File: config.mk
export PLATFORM = sky130hd
export DESIGN_NAME = idpc_cfg_regs
export DESIGN_NICKNAME = d
export VERILOG_FILES = /design/src/sv/assert_macros.svh /design/src/sv/idpc_pkg.sv /design/src/sv/idpc_cfg_regs.sv
export SDC_FILE = /design/constraint.sdc
export NUM_CORES = 1
export LEC_CHECK = 0
export BUFFER_PORTS_ARGS = -buffer_cell sky130_fd_sc_hd__buf_2
export CORE_ASPECT_RATIO = 0.5
export CORE_MARGIN = 5
export CORE_UTILIZATION = 55
export CTS_CLUSTER_SIZE = 10
export DETAILED_ROUTE_END_ITERATION = 10
export PLACE_DENSITY = 0.83
export SLEW_MARGIN = 10
export SYNTH_ARGS = -nofsm -noshare
export SYNTH_HDL_FRONTEND = slang
export SYNTH_SLANG_ARGS = --single-unit
File: constraint.sdc
create_clock -name clk -period 5.05 [get_ports clk]
set_input_delay 1.01 -clock clk [delete_from_list [all_inputs] [get_ports clk]]
set_output_delay 1.01 -clock clk [all_outputs]
set_load 0.005 [all_outputs]
File: src/sv/assert_macros.svh
// ----------------------------------------------------------------------------
// Assertion macros
// Shared shorthands for clocked concurrent assertions with an active-low reset.
// ----------------------------------------------------------------------------
`ifndef ASSERT_MACROS_SVH
`define ASSERT_MACROS_SVH

// Property that must hold at every clock edge outside reset.
`define ASSERT_ALWAYS(label, clk, rst_n, prop, msg) \
	label: assert property (@(posedge clk) disable iff (!rst_n) (prop)) else $error(msg);

// Implication checked at every clock edge outside reset.
`define ASSERT_IMPLY(label, clk, rst_n, ante, cons, msg) \
	label: assert property (@(posedge clk) disable iff (!rst_n) (ante) |-> (cons)) \
		else $error(msg);

`endif

File: src/sv/idpc_pkg.sv
// ----------------------------------------------------------------------------
// idpc_pkg
// Types and constants shared by the implant-decay pixel correlator.
// ----------------------------------------------------------------------------
package idpc_pkg;

	localparam int ADDR_W = 5;
	localparam int DATA_W = 32;

	localparam logic       OP_IMPLANT      = 1'b0;
	localparam logic       OP_DECAY        = 1'b1;
	localparam logic [7:0] IMPLANT_QUALITY = 8'd1;
	localparam logic [7:0] DECAY_QUALITY   = 8'd5;

	// Register indexes (byte address divided by four).
	localparam logic [2:0] REG_ENERGY_X_MIN = 3'd0;
	localparam logic [2:0] REG_ENERGY_Y_MIN = 3'd1;
	localparam logic [2:0] REG_CHARGE_LOW   = 3'd2;
	localparam logic [2:0] REG_CHARGE_HIGH  = 3'd3;
	localparam logic [2:0] REG_RATIO_LOW    = 3'd4;
	localparam logic [2:0] REG_RATIO_HIGH   = 3'd5;
	localparam logic [2:0] REG_MIN_ELAPSED  = 3'd6;

	localparam logic [13:0] RST_ENERGY_X_MIN = 14'd200;
	localparam logic [13:0] RST_ENERGY_Y_MIN = 14'd200;
	localparam logic [15:0] RST_CHARGE_LOW   = 16'd6400;
	localparam logic [15:0] RST_CHARGE_HIGH  = 16'd10240;
	localparam logic [15:0] RST_RATIO_LOW    = 16'd8192;
	localparam logic [15:0] RST_RATIO_HIGH   = 16'd16384;
	localparam logic [31:0] RST_MIN_ELAPSED  = 32'd5000;

	typedef struct packed {
		logic        op;
		logic [2:0]  detector;
		logic [6:0]  strip_x;
		logic [6:0]  strip_y;
		logic [47:0] timestamp;
		logic [7:0]  quality;
		logic [15:0] charge;
		logic [15:0] mass_ratio;
		logic [13:0] energy_x;
		logic [13:0] energy_y;
	} in_item_t;

	typedef struct packed {
		logic        background;
		logic [2:0]  hit_detector;
		logic [47:0] elapsed;
		logic [13:0] hit_energy_x;
		logic [13:0] hit_energy_y;
	} out_item_t;

	typedef struct packed {
		logic [13:0] energy_x_min;
		logic [13:0] energy_y_min;
		logic [15:0] charge_low;
		logic [15:0] charge_high;
		logic [15:0] ratio_low;
		logic [15:0] ratio_high;
		logic [31:0] min_elapsed;
	} cfg_t;

endpackage

File: src/sv/idpc_cfg_regs.sv
// ----------------------------------------------------------------------------
// idpc_cfg_regs
// APB-style register bank holding the event gates and the minimum elapsed time.
// ----------------------------------------------------------------------------
module idpc_cfg_regs (
	input  logic                          clk,
	input  logic                          arst_n,
	input  logic                          psel,
	input  logic                          penable,
	input  logic                          pwrite,
	input  logic [idpc_pkg::ADDR_W-1:0]   paddr,
	input  logic [idpc_pkg::DATA_W-1:0]   pwdata,
	output logic [idpc_pkg::DATA_W-1:0]   prdata,
	output logic                          pready,
	output idpc_pkg::cfg_t                cfg
);

	idpc_pkg::cfg_t cfg_q;
	logic [2:0]     reg_idx;
	logic           wr_en;

	assign pready  = 1'b1;
	assign reg_idx = paddr[4:2];
	assign wr_en   = psel && penable && pwrite && pready;
	assign cfg     = cfg_q;

	always_ff @(posedge clk or negedge arst_n) begin
		if (!arst_n) begin
			cfg_q.energy_x_min <= idpc_pkg::RST_ENERGY_X_MIN;
			cfg_q.energy_y_min <= idpc_pkg::RST_ENERGY_Y_MIN;
			cfg_q.charge_low   <= idpc_pkg::RST_CHARGE_LOW;
			cfg_q.charge_high  <= idpc_pkg::RST_CHARGE_HIGH;
			cfg_q.ratio_low    <= idpc_pkg::RST_RATIO_LOW;
			cfg_q.ratio_high   <= idpc_pkg::RST_RATIO_HIGH;
			cfg_q.min_elapsed  <= idpc_pkg::RST_MIN_ELAPSED;
		end else if (wr_en) begin
			case (reg_idx)
				idpc_pkg::REG_ENERGY_X_MIN: cfg_q.energy_x_min <= pwdata[13:0];
				idpc_pkg::REG_ENERGY_Y_MIN: cfg_q.energy_y_min <= pwdata[13:0];
				idpc_pkg::REG_CHARGE_LOW:   cfg_q.charge_low   <= pwdata[15:0];
				idpc_pkg::REG_CHARGE_HIGH:  cfg_q.charge_high  <= pwdata[15:0];
				idpc_pkg::REG_RATIO_LOW:    cfg_q.ratio_low    <= pwdata[15:0];
				idpc_pkg::REG_RATIO_HIGH:   cfg_q.ratio_high   <= pwdata[15:0];
				idpc_pkg::REG_MIN_ELAPSED:  cfg_q.min_elapsed  <= pwdata[31:0];
				default: ;
			endcase
		end
	end

	always_comb begin
		case (reg_idx)
			idpc_pkg::REG_ENERGY_X_MIN: prdata = {18'd0, cfg_q.energy_x_min};
			idpc_pkg::REG_ENERGY_Y_MIN: prdata = {18'd0, cfg_q.energy_y_min};
			idpc_pkg::REG_CHARGE_LOW:   prdata = {16'd0, cfg_q.charge_low};
			idpc_pkg::REG_CHARGE_HIGH:  prdata = {16'd0, cfg_q.charge_high};
			idpc_pkg::REG_RATIO_LOW:    prdata = {16'd0, cfg_q.ratio_low};
			idpc_pkg::REG_RATIO_HIGH:   prdata = {16'd0, cfg_q.ratio_high};
			idpc_pkg::REG_MIN_ELAPSED:  prdata = cfg_q.min_elapsed;
			default:                    prdata = '0;
		endcase
	end

endmodule

# --- Word level (Yosys, flattened, before mapping) ---
# Cells that the tools add are included.
word_totals:
  output_inout_bits: 157
  in_bits: 42
  latch_bits: 0
  memories: 0
  wordCells: 24
  rom_bits: 0
  register_bits: 124
  ramBits: 0
op_classes:
  n_bitwise: 0
  shift: 0
  n_lt_le_gt_ge: 0
  muxes: 1
  n_reduce_logical: 10
  add_sub_neg: 0
  div_mod_pow: 0
  n_mul: 0
  n_eq_ne: 6
op_table:
  columns: ["op", "n"]
  rows:
  - ["32-bit case mux with 7 select lines", 1]
  - ["2-bit AND reduction", 7]
  - ["3-bit == test (second input constant)", 3]
  - ["3-bit by 2-bit == test with 1-bit output (second input constant)", 2]
  - ["3-bit by 1-bit == test with 1-bit output (second input constant)", 1]
  - ["3-bit logical NOT", 1]
  - ["1-bit logical AND", 2]

# --- Longest topological paths before layout ---
# Gate-level depths: netlist of the first run.
depth:
  ltp_word: 3
  ltp_mapped: 6
  depth_no_buf: 3

# --- Least setup slack after synthesis of the first run ---
# No wires, ideal clock.
synth_timing:
  kind: "input-to-output"
  start: "input port paddr[3] (netlist bit)"
  end: "output port prdata[0] (netlist bit)"
  stages: 6
  t_required_ns: 4.040
  setup_slack_ns: 2.020
  arrival_time_ns: 2.020
  cell_sequence: "clkbuf_2 -> buf_2 -> clkbuf_1 -> nand4b_1 -> o211a_1 -> o21ai_0"
synth_via:
  elab_chain_len: 2
  elab_cells_between_ends: 8
synth_lines:
  columns: ["element", "line_no", "source"]
  rows:
  - ["from (decl)", "idpc_cfg_regs.sv:11", "input logic [idpc_pkg::ADDR_W-1:0] paddr,"]
  - ["3-bit == test (tied with other cells)", "idpc_cfg_regs.sv:51", "case (reg_idx)"]
  - ["32-bit case mux with 7 select lines (*)", "idpc_cfg_regs.sv:51", null]
  - ["to (decl)", "idpc_cfg_regs.sv:13", "output logic [idpc_pkg::DATA_W-1:0] prdata,"]
# Every way passes the cells marked *; elsewhere a longest branch is shown, timed or not.

# --- Worst setup path in the final report of the first run ---
layout_timing:
  start: "input port paddr[4] (netlist bit)"
  end: "output port prdata[9] (netlist bit)"
# The elaborated chain is that of the path after synthesis.

==> results of run 1 <==
area by class of cell:
class / instances / area share (%)
Sequential cell: 124 / 41.24
Multi-Input combinational cell: 270 / 34.64
Timing Repair Buffer: 204 / 13.80
Clock buffer: 24 / 6.488
Tap cell: 140 / 2.311
Clock inverter: 8 / 1.519
per-layer routing:
metal  track usage, %  routed length (um)  part of all wire [%]  up-vias
met5                0                   0                     0        -
met4            7.165                 182                   1.1        0
met3            7.061                1245                   7.7       19
met2            42.38                8002                    50      168
met1            32.64                6722                    42     2243
li1                 -                   -                     -     1965
report_power, final:
part / internal (W) / leakage, nW / switching (W)
logic: 0.000386 / 2.07 / 0.000284
registers: 0.00121 / 1.54 / 0.000158
clock network: 0.000825 / 0.304 / 0.000418
cells in the mapped netlist (all sizes together), types with 3 or more instances:
| master | instances | share of area, % |
|---|---|---|
| mux2 | 131 | 26 |
| dfrtp | 106 | 45 |
| mux2i | 30 | 5.1 |
| buf | 21 | 2.2 |
| dfstp | 18 | 8.0 |
| and3 | 16 | 1.7 |
| nand4b | 15 | 2.5 |
| o21a | 14 | 1.8 |
| clkbuf | 12 | 0.78 |
| nand2 | 8 | 0.51 |
| nor2 | 8 | 0.68 |
| nand3 | 7 | 0.59 |
| nand3b | 7 | 0.89 |
| o211a | 7 | 1.2 |
| o21ai | 7 | 0.59 |
| o221ai | 7 | 1.0 |
| nor2b | 3 | 0.32 |
cell families after synthesis:
logic type | after synthesis | share of synthesized area (%)
AOI/OAI and AO/OA | 39 | 5.221
muxes | 161 | 31.26
other | 1 | 0.06335
buffers and inverters | 33 | 2.980
DFF | 124 | 52.80
and+or+nand+nor | 69 | 7.673
through the flow:
stage	cell area, sq um	utilization (%)	total power [W]	std cells
6_report	7579	73.26	0.003282	770
5_1_grt	7579	73.26	0.003438	770
4_1_cts	7579	73.26	0.003306	770
3_5_place_dp	6972	67.39	0.002056	738
3_3_place_gp	6972	67.39	0.002021	738
2_1_floorplan	5919	-	0.001687	427
cells in the final DEF (no fill, tap or decap), drive strengths merged:
master	instances
dfrtp	106
conb	1
nand3	7
o21ai	7
nand4	1
nand4b	15
clkbuf	24
buf	204
or3	2
o211a	7
nand3b	7
clkinv	5
a221o	2
bufinv	3
nor2	8
dfstp	18
a22o	2
mux2	131
o221ai	7
and3	16
nand2	8
nand2b	2
nor2b	3
o21a	14
mux2i	30
worst min-delay path by stage:
stage / end / slack (ns) / depth (start not counted)
CTS: cfg[81] / 0.49 / 1
global placement: cfg[21] / 0.50 / 1
floorplan: cfg[31] / 0.52 / 1
finish: cfg[81] / 0.49 / 1
global route: cfg[81] / 0.50 / 1
detailed placement: cfg[69] / 0.51 / 1
==> flow_summary.yaml, run 1 <==
setup_path:
  path_depth: 6
  worstPathCellList: "buf_2 -> nand2b_1 -> buf_4 -> o211a_1 -> o21ai_0 -> buf_2"
  crit_fanout: 41
  crit_family: "buffers and inverters"
  worstPathRequired_ns: 4.04
  worst-r2r-cell-count: 1
  rrSetupSlack_ns: 4.24
  cp-end-kind: "primary output"
  worst_ep_arrival_time_ns: 2.84
  worstSetupStartpointType: "input pin"
  crit_end: "prdata[9]"
  cp_common_cell: "buf_2"
  crit_buf_inv: 3
  critical_path.slowest_cell: "buf_2"
  crit_start: "paddr[4]"
  cpPeakStageDelay_ns: 0.56
  worstReg2RegStart: "cfg[51]"
  worstSetupPathType: "input pin to primary output"
  r2r_end: "cfg[51]"
detailed_routing:
  vias: 4395
  ant_nets: 0
  viasPerCell: 5.708
  drt_iter0_drc: 194
  drcViolationCount: 0
  wirelength_um: 16150
  firstDrtPassIters: 4
  wl_per_cell_um: 20.98
synth:
  synth-edff-count: 0
  ys.warnings.count: 0
  syn_nets: 469
  ys_types: 31
  postSynth.asyncResetShare_pct: 100.0
  yosysSeqAreaShare_pct: 52.80
  syn_area_sq_mm: 0.005919
  ys.flop_type: "dfrtp_1"
  syn_area_per_cell_sq_um: 13.86
  synth_cells: 427
  synth_seq_cells: 124
run_status:
  status: "finished, final reports clean"
grt:
  grt_max_degree: 55
  grt_first_pass_wirelength_um: 26080
  antenna_found_initial: 0
  grt_pass1_vias: 4721
  overflow: 0
  grt_usage_pct: 25.43
clock_network:
  postCtsResizedCells: 0
  h-tree-depth: 4
  clockBufferDepth: 2
  cts_buffers: 17
  clk_pin_slew_worst_paths_ns: 0.06
  cts_tree: "yes"
  clkSinkCount: 124
  clock_latency_ns: 0.40
  cts-root-buf: "clkbuf_16"
  cts_setup_buffers: 0
  cts_hold_buffers: 0
power:
  p_leak_nw: 3.913
  vdd_drop_max_mv: 0.2758
  power_per_cell_area_mw_per_mm2: 433.1
min_path:
  hold_class: "input pin to async pin"
die:
  rows: 26
  fp.coreArea_sq_mm: 0.01034
  ios: 199
  start_util_pct: 57.22
  die_h_um: 83.36
  dieArea_sq_mm: 0.01306
  dieWidth_um: 156.7
layout:
  multiInputGateArea_sq_mm: 0.002625
  post_route_cells_drive_above_1_share_pct: 61.59
  largest_reg_flops: 124
  syn2layout_area_growth_pct: 28.03
  final_nets: 659
  fill_cells: 720
  regArea_sq_mm: 0.003126
  antennaDiodeCount: 0
place:
  dp.final_hpwl_um: 10890
  place_worst_setup_slack_ns: 1.218
  portBuffers: 195
  place_congestion: 0.8158
timing:
  rsz0062_at_grt: "false"
  fmax_ghz: 0.2601
  finalSetupViolCount: 0
  worst_slew_pin_slew_ns: 1.186
  skew_ns: 0
  min_period_ns: 3.845
  hold_slack_ns: 0.4911
  relSlewSlack_pct: 20.83
  setup_ws_ns: 1.205
  fin_tns_setup_ns: 0
  fin_crit_sh_pct: 76.14
  hold_viol_final: 0
  slew_viol_final: 0
flow_run:
  drv_cap: 0
(Power assumes the default switching activity.)
==> run 2, diff against run 1 <==
--- a/config.mk
+++ b/config.mk
@@ -8,10 +8,10 @@
 export BUFFER_PORTS_ARGS = -buffer_cell sky130_fd_sc_hd__buf_2
 export CORE_ASPECT_RATIO = 0.5
 export CORE_MARGIN = 5
-export CORE_UTILIZATION = 55
+export CORE_UTILIZATION = 51
 export CTS_CLUSTER_SIZE = 10
 export DETAILED_ROUTE_END_ITERATION = 10
-export PLACE_DENSITY = 0.83
+export PLACE_DENSITY = 0.78
 export SLEW_MARGIN = 10
 export SYNTH_ARGS = -nofsm -noshare
 export SYNTH_HDL_FRONTEND = slang
==> constraint.sdc (replaced) <==
create_clock -name clk -period 3.9 [get_ports clk]
set_input_delay 0.78 -clock clk [delete_from_list [all_inputs] [get_ports clk]]
set_output_delay 0.78 -clock clk [all_outputs]
set_load 0.005 [all_outputs]
==> run 2 against run 1 <==
Setup slack got worse by 0.39 ns. Critical path depth unchanged. Register-to-register slack lost 1.1 ns. First-iteration DRC count grew 42%. Critical endpoint is now prdata[0]. Non-clock buffer count is 6 higher. Utilization fell by 4.3 points. Clock-buffer cell count up 1. Final cell count up 3.2%. Combinational power rose by 30%. Die area rose by 7.1%. Design area is 1.7% higher. Via count is 1.5% lower.
==> flow_summary.yaml, run 2 (synthesized netlist as in run 1, its figures left out) <==
clock_network:
  clock_latency_ns: 0.40
  clk_pin_slew_worst_paths_ns: 0.05
  clkSinkCount: 124
  cts-root-buf: "clkbuf_16"
  cts_hold_buffers: 0
  h-tree-depth: 4
  cts_setup_buffers: 0
  cts_tree: "yes"
  postCtsResizedCells: 0
  cts_buffers: 17
  clockBufferDepth: 2
layout:
  post_route_cells_drive_above_1_share_pct: 61.95
  antennaDiodeCount: 0
  multiInputGateArea_sq_mm: 0.002625
  layout_commonest_cell: "buf_2"
  fill_cells: 831
  syn2layout_area_growth_pct: 30.18
  regArea_sq_mm: 0.003126
  largest_reg_flops: 124
  mostFrequentLayoutCells: "194 x buf_2, 111 x mux2_2, 106 x dfrtp_1, 30 x mux2i_1, 20 x mux2_4"
  final_nets: 665
detailed_routing:
  wirelength_um: 15780
  ant_nets: 0
  firstDrtPassIters: 4
  drcViolationCount: 0
  drt_iter0_drc: 276
  viasPerCell: 5.448
  vias: 4331
  wl_per_cell_um: 19.84
power:
  pwr-share-comb_pct: 20.0
  vdd_drop_max_mv: 0.3252
  share_seq_of_total_power_pct: 40.7
  power_switching_w: 0.001108
  power.share.switching_pct: 25.57
  clkPwrFrac_pct: 39.3
  power_per_cell_area_mw_per_mm2: 562.4
  p_leak_nw: 3.967
  intPower_w: 0.003226
  p_total_w: 0.004334
die:
  die_h_um: 86.18
  fp.coreArea_sq_mm: 0.01118
  dieArea_sq_mm: 0.01399
  rows: 27
  ios: 199
  start_util_pct: 52.94
  dieWidth_um: 162.4
setup_path:
  worstPathRequired_ns: 3.12
  critical_path.slowest_cell: "nand2b_1"
  cpPeakStageDelay_ns: 0.45
  rrSetupSlack_ns: 3.10
  r2r_end: "cfg[55]"
  crit_end: "prdata[0]"
  worstSetupPathType: "input pin to primary output"
  crit_start: "paddr[3]"
  crit_fanout: 18
  worst_ep_arrival_time_ns: 2.31
  worstSetupStartpointType: "input pin"
  cp_common_cell: "buf_2"
  worst-r2r-cell-count: 1
  worstPathCellList: "buf_2 -> nand2b_1 -> buf_4 -> o211a_1 -> o21ai_0 -> buf_2"
  worstReg2RegStart: "cfg[55]"
  cp-end-kind: "primary output"
place:
  portBuffers: 195
  place_congestion: 0.7990
  dp.final_hpwl_um: 10810
timing:
  worst_slew_pin_slew_ns: 1.092
  fmax_ghz: 0.3241
  relSlewSlack_pct: 27.21
  skew_ns: 0
  finalSetupViolCount: 0
  rsz0062_at_grt: "false"
  min_period_ns: 3.085
  hold_viol_final: 0
  slew_viol_final: 0
  fin_tns_setup_ns: 0
  fin_crit_sh_pct: 79.11
grt:
  grt_max_degree: 62
  grt_first_pass_wirelength_um: 25450
  grt_usage_pct: 23.12
  grt_pass1_vias: 4660
  overflow: 0
  antenna_found_initial: 0
flow_run:
  drv_cap: 0
run_status:
  status: "finished, final reports clean"
min_path:
  hold_class: "input pin to async pin"
[run 2: worst min path at each step]
stage | startpoint | to | slack (ns)
finish | arst_n | cfg[65] | 0.45
global route | arst_n | cfg[111] | 0.51
CTS | arst_n | cfg[67] | 0.47
detailed placement | cfg[17] | cfg[17] | 0.51
global placement | cfg[24] | cfg[24] | 0.50
floorplan | arst_n | cfg[0] | 0.48
[run 2: metal layers]
metal | global-route usage (%) | part of all wire (%)
met1 | 30.31 | 43
met2 | 38.66 | 49
met3 | 6.366 | 6.6
met4 | 5.756 | 0.63
met5 | 0 | 0
[run 2: cell type report]
| class | instances | area share [%] |
|---|---|---|
| multi-input cells | 270 | 34.06 |
| flip-flops and latches | 124 | 40.56 |
| repair buffers | 210 | 14.48 |
| well taps | 159 | 2.582 |
| clock buffers | 25 | 6.560 |
| clock inverters | 7 | 1.754 |
[run 2: critical path: cells and delay by family]
| family | cells | cell delay [ns] |
|---|---|---|
| compound gates | 2 | 0.26 |
| buf+inv | 3 | 0.82 |
| simple gates | 1 | 0.45 |
[run 2: per-stage QoR]
stage | util (%) | cells | cell area, sq um | setup slack, ns | hold slack [ns]
finish | 68.92 | 795 | 7706 | 0.8147 | 0.4544
CTS | 68.92 | 795 | 7706 | 0.8111 | 0.4718
detailed placement | 63.19 | 763 | 7066 | 0.8099 | 0.5136
floorplan | - | 427 | 5919 | 1.330 | 0.4844
global placement | 63.19 | 763 | 7066 | 0.8505 | 0.5008
global route | 68.92 | 795 | 7706 | 0.7491 | 0.5137
[run 2: power groups by stage]
stage | sequential [W] | clock [W] | combinational [W]
detailed placement | 0.00178 | 0 | 0.000880
finish | 0.00176 | 0.00170 | 0.000868
floorplan | 0.00177 | 0 | 0.000411
global route | 0.00180 | 0.00178 | 0.000952
global placement | 0.00177 | 0 | 0.000855
CTS | 0.00176 | 0.00172 | 0.000884
==> run 3, diff against run 2 <==
--- a/config.mk
+++ b/config.mk
@@ -8,10 +8,10 @@
 export BUFFER_PORTS_ARGS = -buffer_cell sky130_fd_sc_hd__buf_2
 export CORE_ASPECT_RATIO = 0.5
 export CORE_MARGIN = 5
-export CORE_UTILIZATION = 51
+export CORE_UTILIZATION = 46
 export CTS_CLUSTER_SIZE = 10
 export DETAILED_ROUTE_END_ITERATION = 10
-export PLACE_DENSITY = 0.78
+export PLACE_DENSITY = 0.74
 export SLEW_MARGIN = 10
 export SYNTH_ARGS = -nofsm -noshare
 export SYNTH_HDL_FRONTEND = slang
==> constraint.sdc (replaced) <==
create_clock -name clk -period 2.5 [get_ports clk]
set_input_delay 0.5 -clock clk [delete_from_list [all_inputs] [get_ports clk]]
set_output_delay 0.5 -clock clk [all_outputs]
set_load 0.005 [all_outputs]
==> run 3 against run 2 <==
Clock-buffer cell count rose by 1. Sequential share of layout area fell by 0.79 points. Wire length rose by 1.9%. Combinational power rose by 58%. Power rose by 56%. Critical path depth did not move. Sequential power rose by 56%. Non-clock buffer count rose by 12. Setup slack got worse by 0.49 ns. Hold slack got worse by 0.40 ns. Clock skew did not move. Largest power group unchanged.
==> flow_summary.yaml, run 3 (synthesized netlist as in run 1, its figures left out) <==
timing:
  slew_viol_final: 0
  min_period_ns: 2.179
  hold_slack_ns: 0.05124
  fmax_ghz: 0.4589
  skew_ns: 0
  fin_tns_setup_ns: 0
  rsz0062_at_grt: "false"
  finalSetupViolCount: 0
  hold_viol_final: 0
  fin_crit_sh_pct: 87.17
clock_network:
  postCtsResizedCells: 0
  cts_tree: "yes"
  clkSinkCount: 124
  clockBufferDepth: 2
  cts_hold_buffers: 0
  clock_latency_ns: 0.39
  cts_setup_buffers: 0
  h-tree-depth: 4
  clk_pin_slew_worst_paths_ns: 0.05
  cts_buffers: 17
  cts-root-buf: "clkbuf_16"
detailed_routing:
  vias: 4435
  drcViolationCount: 0
  drt_iter0_drc: 165
  ant_nets: 0
  viasPerCell: 5.422
  wl_per_cell_um: 19.66
  wirelength_um: 16080
  firstDrtPassIters: 4
place:
  portBuffers: 195
  dp.final_hpwl_um: 11480
  place_congestion: 0.7955
die:
  dieWidth_um: 170.4
  rows: 29
  dieArea_sq_mm: 0.01537
  ios: 199
  start_util_pct: 46.88
  fp.coreArea_sq_mm: 0.01263
  die_h_um: 90.22
grt:
  grt_first_pass_wirelength_um: 25850
  grt_pass1_vias: 4665
  grt_usage_pct: 21.21
  overflow: 0
  antenna_found_initial: 0
  grt_max_degree: 40
setup_path:
  worstReg2RegStart: "cfg[6]"
  crit_end: "prdata[5]"
  worstSetupPathType: "input pin to primary output"
  crit_start: "paddr[3]"
  rrSetupSlack_ns: 1.69
  worstSetupStartpointType: "input pin"
  worst_ep_arrival_time_ns: 1.68
  worstPathRequired_ns: 2.00
  cp-end-kind: "primary output"
  worst-r2r-cell-count: 1
  r2r_end: "cfg[6]"
  crit_fanout: 17
layout:
  mostFrequentLayoutCells: "194 x buf_2, 111 x mux2_2, 106 x dfrtp_1, 30 x mux2i_1, 22 x buf_4"
  final_nets: 677
  largest_reg_flops: 124
  post_route_cells_drive_above_1_share_pct: 62.50
  syn2layout_area_growth_pct: 32.76
  layout_commonest_cell: "buf_2"
  post-route-util_pct: 62.24
  antennaDiodeCount: 0
power:
  vdd_drop_max_mv: 0.4771
  power_per_cell_area_mw_per_mm2: 861.5
  p_leak_nw: 4.044
flow_run:
  drv_cap: 0
min_path:
  hold_class: "input pin to async pin"
run_status:
  status: "finished, final reports clean"
==> run 3: cell count changes in the layout (fill, tap and decap cells not counted), sizes merged <==
cell	previous run	this run
clkbuf	25	26
buf	210	222
clkinv	3	2
==> run 3: worst min-delay path by stage <==
stage | from | endpoint | slack, ns | cells past startpoint
4_1_cts | arst_n | cfg[65] | 0.06 | 1
5_1_grt | arst_n | cfg[65] | 0.08 | 1
3_5_place_dp | arst_n | cfg[65] | 0.49 | 1
3_3_place_gp | arst_n | cfg[65] | 0.48 | 1
6_report | arst_n | cfg[65] | 0.05 | 1
2_1_floorplan | arst_n | cfg[0] | 0.20 | 0
==> run 3: critical path, cell delays in order <==
cell and delay (ns):
buf_2 0.19, buf_4 0.28, mux2_2 0.36, nand2_1 0.07, o221ai_1 0.12, buf_2 0.15
==> run 3: metal layers <==
metal / GRT usage, % / vias to the layer above / part of all wire (%)
li1: - / 2005 / -
met4: 5.515 / 0 / 1.5
met1: 28.64 / 2289 / 44
met3: 5.346 / 19 / 4.9
met5: 0 / - / 0
met2: 34.30 / 122 / 49
==> run 3: power breakdown <==
| part | switching, W | internal, W |
|---|---|---|
| Combinational | 0.000569 | 0.000798 |
| Clock | 0.000847 | 0.00180 |
| Sequential | 0.000307 | 0.00245 |
==> run 3: stage by stage <==
| step | setup slack (ns) | total power (W) | std cells | cell area, sq um |
|---|---|---|---|---|
| finish | 0.3207 | 0.006771 | 818 | 7859 |
| CTS | 0.3105 | 0.006835 | 818 | 7859 |
| global route | 0.2607 | 0.007107 | 818 | 7859 |
| global placement | 0.3491 | 0.004108 | 786 | 7219 |
| floorplan | 0.4896 | 0.003408 | 427 | 5919 |
| detailed placement | 0.3223 | 0.004167 | 786 | 7219 |
==> run 3: final cells by class <==
cell class	count	area (sq um)
Fill cell	1014	4768
Sequential cell	124	3126
Multi-Input combinational cell	270	2625
Timing Repair Buffer	222	1256
Clock buffer	26	509.2
Tap cell	170	212.7
Clock inverter	6	130.1
